==> src/rtl/ins_pkg.sv <==
// ----------------------------------------------------------------------------
// ins_pkg
// Shared types and constants of the insertion sorter.
// ----------------------------------------------------------------------------
package ins_pkg;

    localparam int CAPACITY   = 16;
    localparam int VALUE_BITS = 32;
    localparam int IDX_W      = $clog2(CAPACITY);
    localparam int CNT_W      = $clog2(CAPACITY + 1);

    typedef logic [IDX_W-1:0] t_idx;
    typedef logic [CNT_W-1:0] t_cnt;
    typedef logic signed [VALUE_BITS-1:0] t_val;

    typedef struct packed {
        t_val value;
        logic batch_end;
    } t_in_word;

    typedef struct packed {
        t_val sorted_value;
        logic run_end;
        logic overflow;
    } t_out_word;

    // one write port and one registered read port of the entry store
    typedef struct packed {
        logic wr_en;
        t_idx wr_addr;
        t_val wr_data;
        logic rd_en;
        t_idx rd_addr;
    } t_mem_req;

endpackage

==> src/rtl/ins_cmp.sv <==
// ----------------------------------------------------------------------------
// ins_cmp
// Shared signed two's-complement compare used by the compare step of each insertion.
// ----------------------------------------------------------------------------
module ins_cmp (
    input  ins_pkg::t_val i_a,
    input  ins_pkg::t_val i_b,
    output logic          o_gt
);

    assign o_gt = (i_a > i_b);

endmodule

==> src/rtl/ins_store.sv <==
// ----------------------------------------------------------------------------
// ins_store
// Entry store of the sorted list: one write port, one registered read port.
// ----------------------------------------------------------------------------
module ins_store (
    input  logic             i_clk,
    input  ins_pkg::t_mem_req i_req,
    output ins_pkg::t_val    o_rd_data
);

    ins_pkg::t_val r_mem [ins_pkg::CAPACITY];
    ins_pkg::t_val r_rd_data;

    always_ff @(posedge i_clk) begin
        if (i_req.wr_en) begin
            r_mem[i_req.wr_addr] <= i_req.wr_data;
        end
        // hold read data until the next read
        if (i_req.rd_en) begin
            r_rd_data <= r_mem[i_req.rd_addr];
        end
    end

    assign o_rd_data = r_rd_data;

endmodule

==> src/rtl/insertion_sorter_core.sv <==
// Insert: an item is written or dropped on acceptance if the store is empty or full;
//   otherwise each larger entry is read, compared and shifted up before the item is placed.
// Throughput: one item at a time; the compare/shift loop over the store sets the rate.
// Emit: after the batch end item, the first entry is read, then one word per cycle unless stalled.
// Reset: synchronous, active low; clears state, fill count, overflow flag and output valid.
// ----------------------------------------------------------------------------
// insertion_sorter_core
// Stable insertion sort of one batch of signed values, emitted smallest first.
// ----------------------------------------------------------------------------
module insertion_sorter_core (
    input  logic              i_clk,
    input  logic              i_rst_n,
    input  logic              i_in_valid,
    output logic              o_in_stall,
    input  ins_pkg::t_in_word i_in_data,
    output logic              o_out_valid,
    input  logic              i_out_stall,
    output ins_pkg::t_out_word o_out_data
);

    typedef enum logic [2:0] {
        S_IDLE,
        S_CMP,
        S_PLACE,
        S_EMIT_RD,
        S_EMIT_WR
    } t_state;

    t_state              r_state, n_state;
    ins_pkg::t_cnt       r_fill, n_fill;
    logic                r_drop, n_drop;
    ins_pkg::t_idx       r_pos, n_pos;
    ins_pkg::t_idx       r_k, n_k;
    ins_pkg::t_val       r_v, n_v;
    logic                r_last, n_last;
    logic                r_o_valid, n_o_valid;
    ins_pkg::t_out_word  r_o_data, n_o_data;

    ins_pkg::t_mem_req   mem_req;
    ins_pkg::t_val       rd_data;
    logic                gt;
    logic                accept;
    logic                slot_free;
    logic                is_final;

    ins_store u_store (
        .i_clk     (i_clk),
        .i_req     (mem_req),
        .o_rd_data (rd_data)
    );

    ins_cmp u_cmp (
        .i_a  (rd_data),
        .i_b  (r_v),
        .o_gt (gt)
    );

    assign o_in_stall  = (r_state != S_IDLE);
    assign accept      = i_in_valid && (r_state == S_IDLE);
    assign slot_free   = !r_o_valid || !i_out_stall;
    assign is_final    = ((ins_pkg::t_cnt'(r_k) + ins_pkg::t_cnt'(1)) == r_fill);
    assign o_out_valid = r_o_valid;
    assign o_out_data  = r_o_data;

    always_comb begin
        n_state   = r_state;
        n_fill    = r_fill;
        n_drop    = r_drop;
        n_pos     = r_pos;
        n_k       = r_k;
        n_v       = r_v;
        n_last    = r_last;
        n_o_data  = r_o_data;
        n_o_valid = r_o_valid && i_out_stall;

        mem_req         = '0;
        mem_req.wr_data = r_v;

        case (r_state)
            S_IDLE: begin
                if (accept) begin
                    n_v    = i_in_data.value;
                    n_last = i_in_data.batch_end;
                    n_k    = '0;
                    if (r_fill == ins_pkg::t_cnt'(ins_pkg::CAPACITY)) begin
                        // full: drop the word
                        n_drop  = 1'b1;
                        n_state = i_in_data.batch_end ? S_EMIT_RD : S_IDLE;
                    end else if (r_fill == '0) begin
                        mem_req.wr_en   = 1'b1;
                        mem_req.wr_addr = '0;
                        mem_req.wr_data = i_in_data.value;
                        n_fill          = ins_pkg::t_cnt'(1);
                        n_state         = i_in_data.batch_end ? S_EMIT_RD : S_IDLE;
                    end else begin
                        mem_req.rd_en   = 1'b1;
                        mem_req.rd_addr = ins_pkg::t_idx'(r_fill - ins_pkg::t_cnt'(1));
                        n_pos           = ins_pkg::t_idx'(r_fill);
                        n_state         = S_CMP;
                    end
                end
            end
            S_CMP: begin
                // rd_data holds the entry just below r_pos
                if (gt) begin
                    mem_req.wr_en   = 1'b1;
                    mem_req.wr_addr = r_pos;
                    mem_req.wr_data = rd_data;
                    n_pos           = r_pos - ins_pkg::t_idx'(1);
                    if (r_pos == ins_pkg::t_idx'(1)) begin
                        n_state = S_PLACE;
                    end else begin
                        mem_req.rd_en   = 1'b1;
                        mem_req.rd_addr = r_pos - ins_pkg::t_idx'(2);
                    end
                end else begin
                    mem_req.wr_en   = 1'b1;
                    mem_req.wr_addr = r_pos;
                    n_fill          = r_fill + ins_pkg::t_cnt'(1);
                    n_state         = r_last ? S_EMIT_RD : S_IDLE;
                end
            end
            S_PLACE: begin
                mem_req.wr_en   = 1'b1;
                mem_req.wr_addr = r_pos;
                n_fill          = r_fill + ins_pkg::t_cnt'(1);
                n_state         = r_last ? S_EMIT_RD : S_IDLE;
            end
            S_EMIT_RD: begin
                mem_req.rd_en   = 1'b1;
                mem_req.rd_addr = r_k;
                n_state         = S_EMIT_WR;
            end
            S_EMIT_WR: begin
                if (slot_free) begin
                    n_o_valid             = 1'b1;
                    n_o_data.sorted_value = rd_data;
                    n_o_data.run_end      = is_final;
                    n_o_data.overflow     = r_drop;
                    if (is_final) begin
                        n_fill  = '0;
                        n_drop  = 1'b0;
                        n_state = S_IDLE;
                    end else begin
                        // advance to the next entry
                        n_k             = r_k + ins_pkg::t_idx'(1);
                        mem_req.rd_en   = 1'b1;
                        mem_req.rd_addr = r_k + ins_pkg::t_idx'(1);
                    end
                end
            end
            default: begin
                n_state = S_IDLE;
            end
        endcase
    end

    always_ff @(posedge i_clk) begin
        if (!i_rst_n) begin
            r_state   <= S_IDLE;
            r_fill    <= '0;
            r_drop    <= 1'b0;
            r_o_valid <= 1'b0;
        end else begin
            r_state   <= n_state;
            r_fill    <= n_fill;
            r_drop    <= n_drop;
            r_o_valid <= n_o_valid;
        end
        r_pos    <= n_pos;
        r_k      <= n_k;
        r_v      <= n_v;
        r_last   <= n_last;
        r_o_data <= n_o_data;
    end

endmodule
==> config.mk <==
export PLATFORM = sky130hd
export DESIGN_NAME = insertion_sorter_core
export DESIGN_NICKNAME = d
export VERILOG_FILES = /design/src/rtl/ins_pkg.sv /design/src/rtl/ins_cmp.sv /design/src/rtl/ins_store.sv /design/src/rtl/insertion_sorter_core.sv
export SDC_FILE = /design/constraint.sdc
export NUM_CORES = 1
export LEC_CHECK = 0
export BUFFER_PORTS_ARGS = -buffer_cell sky130_fd_sc_hd__buf_2
export CORE_ASPECT_RATIO = 0.75
export CORE_UTILIZATION = 35
export CTS_CLUSTER_DIAMETER = 60
export DETAILED_ROUTE_END_ITERATION = 12
export PLACE_DENSITY = 0.51
export SETUP_SLACK_MARGIN = 0.15
export SLEW_MARGIN = 5
export SYNTH_ARGS = -nofsm -noshare
export SYNTH_HDL_FRONTEND = slang
export SYNTH_HIERARCHICAL = 1
export SYNTH_SLANG_ARGS = --single-unit
==> constraint.sdc <==
create_clock -name i_clk -period 6.5 [get_ports i_clk]
set_input_delay 0 -clock i_clk [delete_from_list [all_inputs] [get_ports i_clk]]
set_output_delay 0 -clock i_clk [all_outputs]
set_load 0.03 [all_outputs]
# After elaboration in Yosys (flattened, before gate mapping)
# Memory sizes are Yosys's and may differ from the RTL's. A register that Yosys moved wholly into a read port is not among the register bits.
# Cells that the tools add are included.
# word_totals
regBits	85
latchBits	0
mem_bits_rw	512
romBits	0
input_bits	37
out_inout_bits	36
word_cells	102
mem_count	1
# op_classes
addsub	6
n_mul	0
div	0
n_lt_le_gt_ge	1
n_eq_ne	18
shift	0
n_mux	46
n_bitwise	0
n_reduce_logical	19
# mem_list
name	depth	width	read_ports	rd_clocked_by_memory_dff	wr	line_no	source
u_store.r_mem	16	32	1	1	1	ins_store.sv:11	ins_pkg::t_val r_mem [ins_pkg::CAPACITY];
# ops
cell	n
2-to-1 mux 42 bit	2
2-to-1 mux 37 bit	2
one-hot mux 32 bit (2 select lines)	1
2-to-1 mux 5 bit	10
one-hot mux 5 bit (4 select lines)	2
greater-than comparator 32 bit	1
2-to-1 mux 4 bit	7
inequality test 2 bit, second input constant	8
one-hot mux 4 bit (2 select lines)	2
2-to-1 mux 3 bit	5
one-hot mux 3 bit (5 select lines)	1
one-hot mux 5 bit (2 select lines)	1
AND reduction 5 bit	2
2-to-1 mux 1 bit	8
2-to-1 mux 2 bit	4
AND reduction 4 bit	2
subtractor 4 x 1 -> 4 bit, second input constant	2
AND reduction 7 bit	1
== test 3 x 2 -> 1 bit, second input constant	2
adder 4 x 1 -> 5 bit, second input constant	1
adder 5 x 1 -> 5 bit, second input constant	1
== test 5 bit	1
== test 5 bit, second input constant	1
zero test 5 bit	1
other kinds (17)	22

# Depth between registers and ports, before layout
# Gate-level depths: netlist of the first run.
# depth
depth_word	7
depth_mapped	18
depth_no_buf	15

# Modules after synthesis
# Netlist of the first run, hierarchy kept.
# by_module_without_submodules
mod	instances	cells_per_inst	area_each_um2	seq_area_each_um2
ins_store	1	838	20155.6	16335.7
insertion_sorter_core	1	327	4052.6	2452.4
ins_cmp	1	113	804.5	0.0

# Worst setup path before layout of the first run
# Ideal clock, no wire load.
# synth_path
path_type	reg-to-reg
startpoint	register r_fill[0]
endpoint	memory u_store/r_mem[0][0] (netlist bit), enable pin
setup_time_ns	0.461
arrival_time_ns	4.374
t_required_ns	6.039
path_slack_ns	1.665
path_stages_with_launch	11
path_buffers	3
period_less_slack_ns	4.835
cell_sequence	dfxtp_1 -> buf_2 -> inv_1 -> ha_1 -> nor4b_4 -> and3_1 -> clkbuf_1 -> buf_2 -> or2_2 -> or3b_2 -> nor3_1
# synth_rtl
item	line_no	source
from (decl)	insertion_sorter_core.sv:30	ins_pkg::t_cnt r_fill, n_fill;
from (signal assigned)	insertion_sorter_core.sv:166	r_fill <= n_fill;
to (decl)	ins_store.sv:11	

==> impl_results.md, run 1 <==
* Cell internal pwr at 10.4 mW
* Ant diodes at 0
* Gr usage total at 0.177
* Number of buffers created by CTS at 66
* Post-synth EDFFs at 619
* Final Core Density at 0.416
* CTS sink cnt at 629
* Switching Fraction at 0.351
* GPL Wtd Cong at 0.758
* Worst Hold Depth at 2
* Crit path launch: u_store/o_rd_data[31]$_DFFE_PP_
* H-tree levels at 3
* Req. time, crit path at 6.83 ns
* Seq/Total Area, Yosys at 0.751
* Grt met2 use at 0.269
* Setup crit end: u_store/o_rd_data[13]$_DFFE_PP_
* Switching Power at 5.64 mW
* DRC at 0
* Total chip power at 16.1 mW
* Congestion Overflow GR at 0
* Highest Clock Rate at 167 MHz
* First DRT Iteration DRCs at 1345
* MaxCap Viol Count at 0
* Pwr Density at 549 mW/mm²
* Max Clock Skew at 0.0225 ns
* Max VDD drop at 0.000548 V
* Largest net degree at the start of global routing at 79
* Cell count after synthesis at 1278
* R2R cell count at 14
* Ys flop type: edfxtp_1
* Status: finished clean
* Synthesized area at 0.0250 mm²
* Routed len/inst at 26.6 µm
* Layout area overhead at 17.1%
* Layout Nets at 1502
* #FFs+latches synth at 629
* Critical path class: reg2reg
* Clock transition at path regs at 0.06 ns
* Final worst slack at 0.506 ns
* Placed cell area at 0.0268 mm²
* Post CTS Setup Buffer Count at 0
* Design Area, Final at 0.0293 mm²
* Most frequent cells in the layout: edfxtp_1, mux4_2, inv_1
* Arrival @ worst endpoint at 6.32 ns
* First-pass GRT wire length at 92900 µm
* Tcrit/Tclk final at 0.922
* Post-synth ARST share at 0
* Setup TNS at 0 ns
* Critical R2R Launch: u_store/o_rd_data[31]$_DFFE_PP_
* LEAKAGE at 9.63 nW
* Comb pwr share at 0.363
* Die Ht at 234 µm
* RSZ-0062 raised after global routing: no
* Type of the worst min-delay path: in2reg
* DRT antenna net count at 0
* Syn Area/Cell at 19.6 µm²
* Period minus WS final at 5.99 ns
* CP Max Fanout at 54
* Core area at 0.0704 mm²
* Share of cells above drive strength 1 at 0.245
* Critical Path End Type: flip-flop
* Worst-Skew Late Latency at 0.61 ns
* Mapped Nets at 1355
* Initial antenna violation count at 0
* Final WL at 64300 µm
* Most common library cell in the layout ignoring fill and taps: edfxtp_1
* CTS max path bufs at 3
* # port buffers at 72
* Via count at 12900
* Yosys cell types at 64
* GRT Max-Usage Layer: met2
* Die width at 311 µm
* GR Layer Usage met3 at 0.0328
* Final setup violation count at 0
* Ports at 73
* R2R setup slack at 0.51 ns
* GR Util met1 at 0.264
* Critical path launch point type: flip-flop
* Post-DP HPWL at 35700 µm
* Worst R2R End: u_store/o_rd_data[13]$_DFFE_PP_
* Clock Tree Root: clkbuf_16
* Dpl ws at 0.150 ns
* Sequential power share at 0.403
* Die area at 0.0725 mm²
* YS warnings at 6
* Fin. max-slew vios at 0
* CTS tree: done
* Clk pwr share at 0.234
* Initial Util at 0.355
* Worst-Margin Slew at 1.21 ns
* Vias in the first global route at 13100
* Hold Fails Final Rpt at 0
* Number of fill cells at 6314
* Rows at 84
* TritonRoute pass-1 iters at 8
* Drt via density at 5.34
* Max-slew headroom at 0.189
## Yosys cell counts (all sizes together) (8+ instances only)
library cell / count / area, µm²
nand3: 14 / 70.1
buf: 42 / 241
edfxtp: 619 / 18600
mux4: 128 / 2880
a21oi: 28 / 144
ha: 40 / 500
nand2: 53 / 199
a222oi: 32 / 320
nand4: 10 / 62.6
nor2: 30 / 113
a22oi: 65 / 488
clkbuf: 21 / 78.8
nor3: 8 / 40.0
o21ai: 16 / 80.1
and2: 9 / 56.3
inv: 76 / 285
dfxtp: 10 / 200
## metal layers
| layer | up-vias | wire length, µm |
|---|---|---|
| li1 | 5566 | - |
| met3 | 77 | 4370 |
| met4 | 0 | 1030 |
| met5 | - | 0 |
| met1 | 6894 | 29900 |
| met2 | 404 | 29000 |
## critical path, cell delays in order (launching register included)
cell and delay [ns]:
edfxtp_1 0.47, ha_1 0.45, nand4_1 0.40, nor4_2 0.82, o31ai_1 0.31, o2111ai_1 0.21
mux2i_1 0.54, and2_2 0.26, nand2_1 0.19, o221a_2 0.36, o21ai_4 0.26, buf_12 0.44
mux4_2 0.56, a22oi_1 0.20, nand2_1 0.12
## logic make-up (layout without fill, tap and decap cells)
kind of cell / count (synthesis) / in the layout / synth area share
muxes: 129 / 129 / 0.116
xor gates and xnor gates: 12 / 12 / 0.00420
adders and majority gates: 40 / 40 / 0.0200
and+or+nand+nor: 157 / 157 / 0.0324
AOI/OAI and AO/OA: 172 / 172 / 0.0524
buffers and inverters: 139 / 338 / 0.0242
DFF: 629 / 629 / 0.751
## per-stage QoR
step	hold slack (ns)	std cells
6_report	0.129	2423
5_1_grt	0.127	2423
4_1_cts	0.104	2423
3_5_place_dp	0.198	2266
3_3_place_gp	0.198	2266
2_1_floorplan	0.0989	1278
## state kept, by name, summed over array words and instances, names as in the netlist, 3 cells and up
signal             cells
o_out_data            34
r_fill                 5
r_k                    4
r_pos                  4
r_state                3
r_v                   32
u_store/o_rd_data     32
u_store/r_mem        512
## worst min path at each step
stage,from,endpoint,slack [ns]
finish,i_in_data[10],r_v[9]$_DFFE_PP_,0.13
global route,i_in_data[11],r_v[10]$_DFFE_PP_,0.13
CTS,i_in_data[10],r_v[9]$_DFFE_PP_,0.10
detailed placement,i_in_data[22],r_v[21]$_DFFE_PP_,0.20
global placement,i_in_data[21],r_v[20]$_DFFE_PP_,0.20
floorplan,i_in_data[0],r_last$_DFFE_PP_,0.1
## power groups by stage
stage / logic, mW / clock network [mW] / registers [mW]
after floorplan: 3.84 / 0 / 6.50
after global placement: 5.83 / 0 / 6.54
after detailed placement: 5.88 / 0 / 6.55
after CTS: 5.91 / 3.86 / 6.47
after global routing: 6.33 / 3.99 / 6.53
final: 5.83 / 3.76 / 6.47
## repair_timing
action | 4_1_cts | 5_1_grt
gates resized for setup | 1 | 0
endpoints found under the hold margin | 43 | 0
setup endpoints to repair | 2 | 0
hold buffers | 37 | 0
## cell type report
type	instances	area (µm²)	area share
Clock inverter	36	379	0.0129
Tap cell	946	1180	0.0404
Sequential cell	629	18800	0.642
Inverter	76	285	0.00974
Timing Repair Buffer	142	1080	0.0368
Multi-Input combinational cell	510	5800	0.198
Clock buffer	84	1760	0.0602
Power figures use the tool's default switching activity.
==> inputs of run 2 (changes only) <==
Settings changed: CORE_UTILIZATION 35 to 60, PLACE_DENSITY 0.51 to 0.78.
==> impl_results.md, run 2 (same netlist as run 1, synthesis figures left out) <==
* Ant diodes at 0 (unchanged)
* Max VDD drop at 0.000504 V (was 0.000548 V)
* Final WL at 58600 µm (was 64300 µm)
* Comb pwr share at 0.367 (was 0.363)
* CTS tree: done (unchanged)
* Congestion Overflow GR at 0 (unchanged)
* Cell internal pwr at 10.2 mW (was 10.4 mW)
* CP Max Fanout at 28 (was 54)
* Clock transition at path regs at 0.06 ns (about the same)
* Setup TNS at 0 ns (unchanged)
* Type of the worst min-delay path: in2reg (unchanged)
* Number of buffers created by CTS at 56 (was 66)
* Rows at 64 (was 84)
* Critical Path End Type: flip-flop (unchanged)
* Critical path class: reg2reg (unchanged)
* H-tree levels at 2 (was 3)
* Req. time, crit path at 6.96 ns (was 6.83 ns)
* # port buffers at 72 (unchanged)
* Largest register FFs at 512 (unchanged)
* TritonRoute pass-1 iters at 6 (was 8)
* Initial Util at 0.611 (was 0.355)
* Layout area overhead at 13.8% (was 17.1%)
* Die area at 0.0425 mm² (was 0.0725 mm²)
* GR Layer Usage met3 at 0.0477 (was 0.0328)
* Switching Fraction at 0.349 (was 0.351)
* Die width at 238 µm (was 311 µm)
* Worst-path cell with the longest stage delay: nor2b_4 (was nor4_2)
* Worst Hold Depth at 2 (unchanged)
* Finished Layout Cells at 2020 (was 2423)
* Crit-path leading delay family: simple AND/OR/NAND/NOR gates (unchanged)
* Arrival @ worst endpoint at 5.94 ns (was 6.32 ns)
* Status: finished clean (unchanged)
* LEAKAGE at 9.49 nW (was 9.63 nW)
* RSZ-0062 raised after global routing: no (unchanged)
* Worst-Margin Slew at 1.20 ns (was 1.21 ns)
* Critical path launch point type: flip-flop (unchanged)
* Largest reg by FF count: u_store/r_mem (unchanged)
* Buf/Inv on CP at 1 (unchanged)
* Switching Power at 5.44 mW (was 5.64 mW)
* Clk pwr share at 0.217 (was 0.234)
* Via count at 13500 (was 12900)
* Cells after DPL at 1878 (was 2266)
* Clock Tree Root: clkbuf_16 (unchanged)
* Crit-path max cell delay at 1.08 ns (was 0.82 ns)
* CTS sink cnt at 629 (unchanged)
* Post-DP HPWL at 30900 µm (was 35700 µm)
* GPL Wtd Cong at 0.824 (was 0.758)
* Crit-path cells: ha_1, nand4_1, nor4_1, a21boi_1, o31ai_1, o2111ai_1, mux2i_1, and2_1, nand2_1, o221ai_1, nor2b_4, buf_4, a22oi_1, nand2_1 (was ha_1, nand4_1, nor4_2, o31ai_1, o2111ai_1, mux2i_1, and2_2, nand2_1, o221a_2, o21ai_4, buf_12, mux4_2, a22oi_1, nand2_1)
* Ports at 73 (unchanged)
* CTS max path bufs at 3 (unchanged)
* Largest net degree at the start of global routing at 106 (was 79)
* Most common library cell in the layout ignoring fill and taps: edfxtp_1 (unchanged)
* Vias in the first global route at 13500 (was 13100)
* Max-slew headroom at 0.197 (was 0.189)
* WHS Endpoint: r_v[7]$_DFFE_PP_ (was r_v[9]$_DFFE_PP_)
* Highest Clock Rate at 183 MHz (was 167 MHz)
* Gr usage total at 0.283 (was 0.177)
* R2R setup slack at 1.02 ns (was 0.51 ns)
* Pwr Density at 548 mW/mm² (was 549 mW/mm²)
* Share of cells above drive strength 1 at 0.240 (was 0.245)
* Period minus WS final at 5.48 ns (was 5.99 ns)
* Initial antenna violation count at 0 (unchanged)
* Final Core Density at 0.696 (was 0.416)
* R2R cell count at 14 (unchanged)
* First-pass GRT wire length at 86500 µm (was 92900 µm)
* Tcrit/Tclk final at 0.843 (was 0.922)
* Die Ht at 179 µm (was 234 µm)
* Most used cell, CP: nand2_1 (unchanged)
* Final setup violation count at 0 (unchanged)
* Max Clock Skew at 0.0208 ns (was 0.0225 ns)
* Worst R2R End: u_store/o_rd_data[7]$_DFFE_PP_ (was u_store/o_rd_data[13]$_DFFE_PP_)
* Hold path start: i_in_data[8] (was i_in_data[10])
* Sequential power share at 0.416 (was 0.403)
* GR Util met1 at 0.406 (was 0.264)
* Routed len/inst at 29.0 µm (was 26.6 µm)
* Critical R2R Launch: u_store/o_rd_data[14]$_DFFE_PP_ (was u_store/o_rd_data[31]$_DFFE_PP_)
* Worst-Skew Late Latency at 0.60 ns (was 0.61 ns)
* Hold Fails Final Rpt at 0 (unchanged)
* GRT Max-Usage Layer: met2 (unchanged)
* Drt via density at 6.67 (was 5.34)
* Core area at 0.0409 mm² (was 0.0704 mm²)
* Most frequent cells in the layout: edfxtp_1, mux4_2, inv_1 (unchanged)
* Fin. max-slew vios at 0 (unchanged)
* Grt met2 use at 0.457 (was 0.269)
* MaxCap Viol Count at 0 (unchanged)
* Layout Nets at 1489 (was 1502)
* First DRT Iteration DRCs at 1912 (was 1345)
* DRT antenna net count at 0 (unchanged)
* DRC at 0 (unchanged)
==> run 2: cell type report <==
class	instances	area [µm²]
Sequential cell	629	18800
Fill cell	2474	12500
Multi-Input combinational cell	510	5790
Clock buffer	63	1470
Timing Repair Buffer	139	1010
Tap cell	561	702
Clock inverter	42	418
Inverter	76	285
==> run 2: how the worst max path moves through the flow <==
stage,start,end,slack [ns],cells past startpoint
after floorplan,r_fill[0]$_SDFFE_PN0P_,u_store/r_mem[0][0]$_DFFE_PP_,1.66,10
after global placement,u_store/o_rd_data[30]$_DFFE_PP_,u_store/o_rd_data[11]$_DFFE_PP_,1.26,14
after detailed placement,u_store/o_rd_data[14]$_DFFE_PP_,u_store/o_rd_data[7]$_DFFE_PP_,1.20,14
after CTS,u_store/o_rd_data[14]$_DFFE_PP_,u_store/o_rd_data[8]$_DFFE_PP_,1.14,14
after global routing,u_store/o_rd_data[30]$_DFFE_PP_,u_store/o_rd_data[7]$_DFFE_PP_,0.82,13
final,u_store/o_rd_data[14]$_DFFE_PP_,u_store/o_rd_data[7]$_DFFE_PP_,1.02,14
==> run 2: metrics by stage <==
stage	instance area (µm²)	hold slack (ns)	setup WS (ns)	power, mW
3_5_place_dp	26200	0.200	1.20	12.2
5_1_grt	28500	0.133	0.817	16.2
6_report	28500	0.132	1.02	15.6
4_1_cts	28500	0.112	1.14	15.6
2_1_floorplan	25000	0.0989	1.66	10.3
3_3_place_gp	26200	0.198	1.26	12.0
==> run 2: what timing repair did <==
item                      in CTS  in global routing
hold endpoints to repair      43                  0
resized for setup              0                  0
hold buffers                  37                  0
setup buffers                  0                  0
==> run 2: power groups by stage <==
stage | logic (mW) | registers, mW | clock network [mW]
floorplan | 3.84 | 6.50 | 0
global placement | 5.43 | 6.52 | 0
detailed placement | 5.61 | 6.55 | 0
CTS | 5.71 | 6.48 | 3.43
global route | 6.11 | 6.53 | 3.58
finish | 5.73 | 6.48 | 3.39
==> run 2: metal layers <==
metal	part of all wire	wire length, µm
met5	0	0
met2	0.48	28300
met3	0.10	5960
met1	0.39	22900
met4	0.025	1470
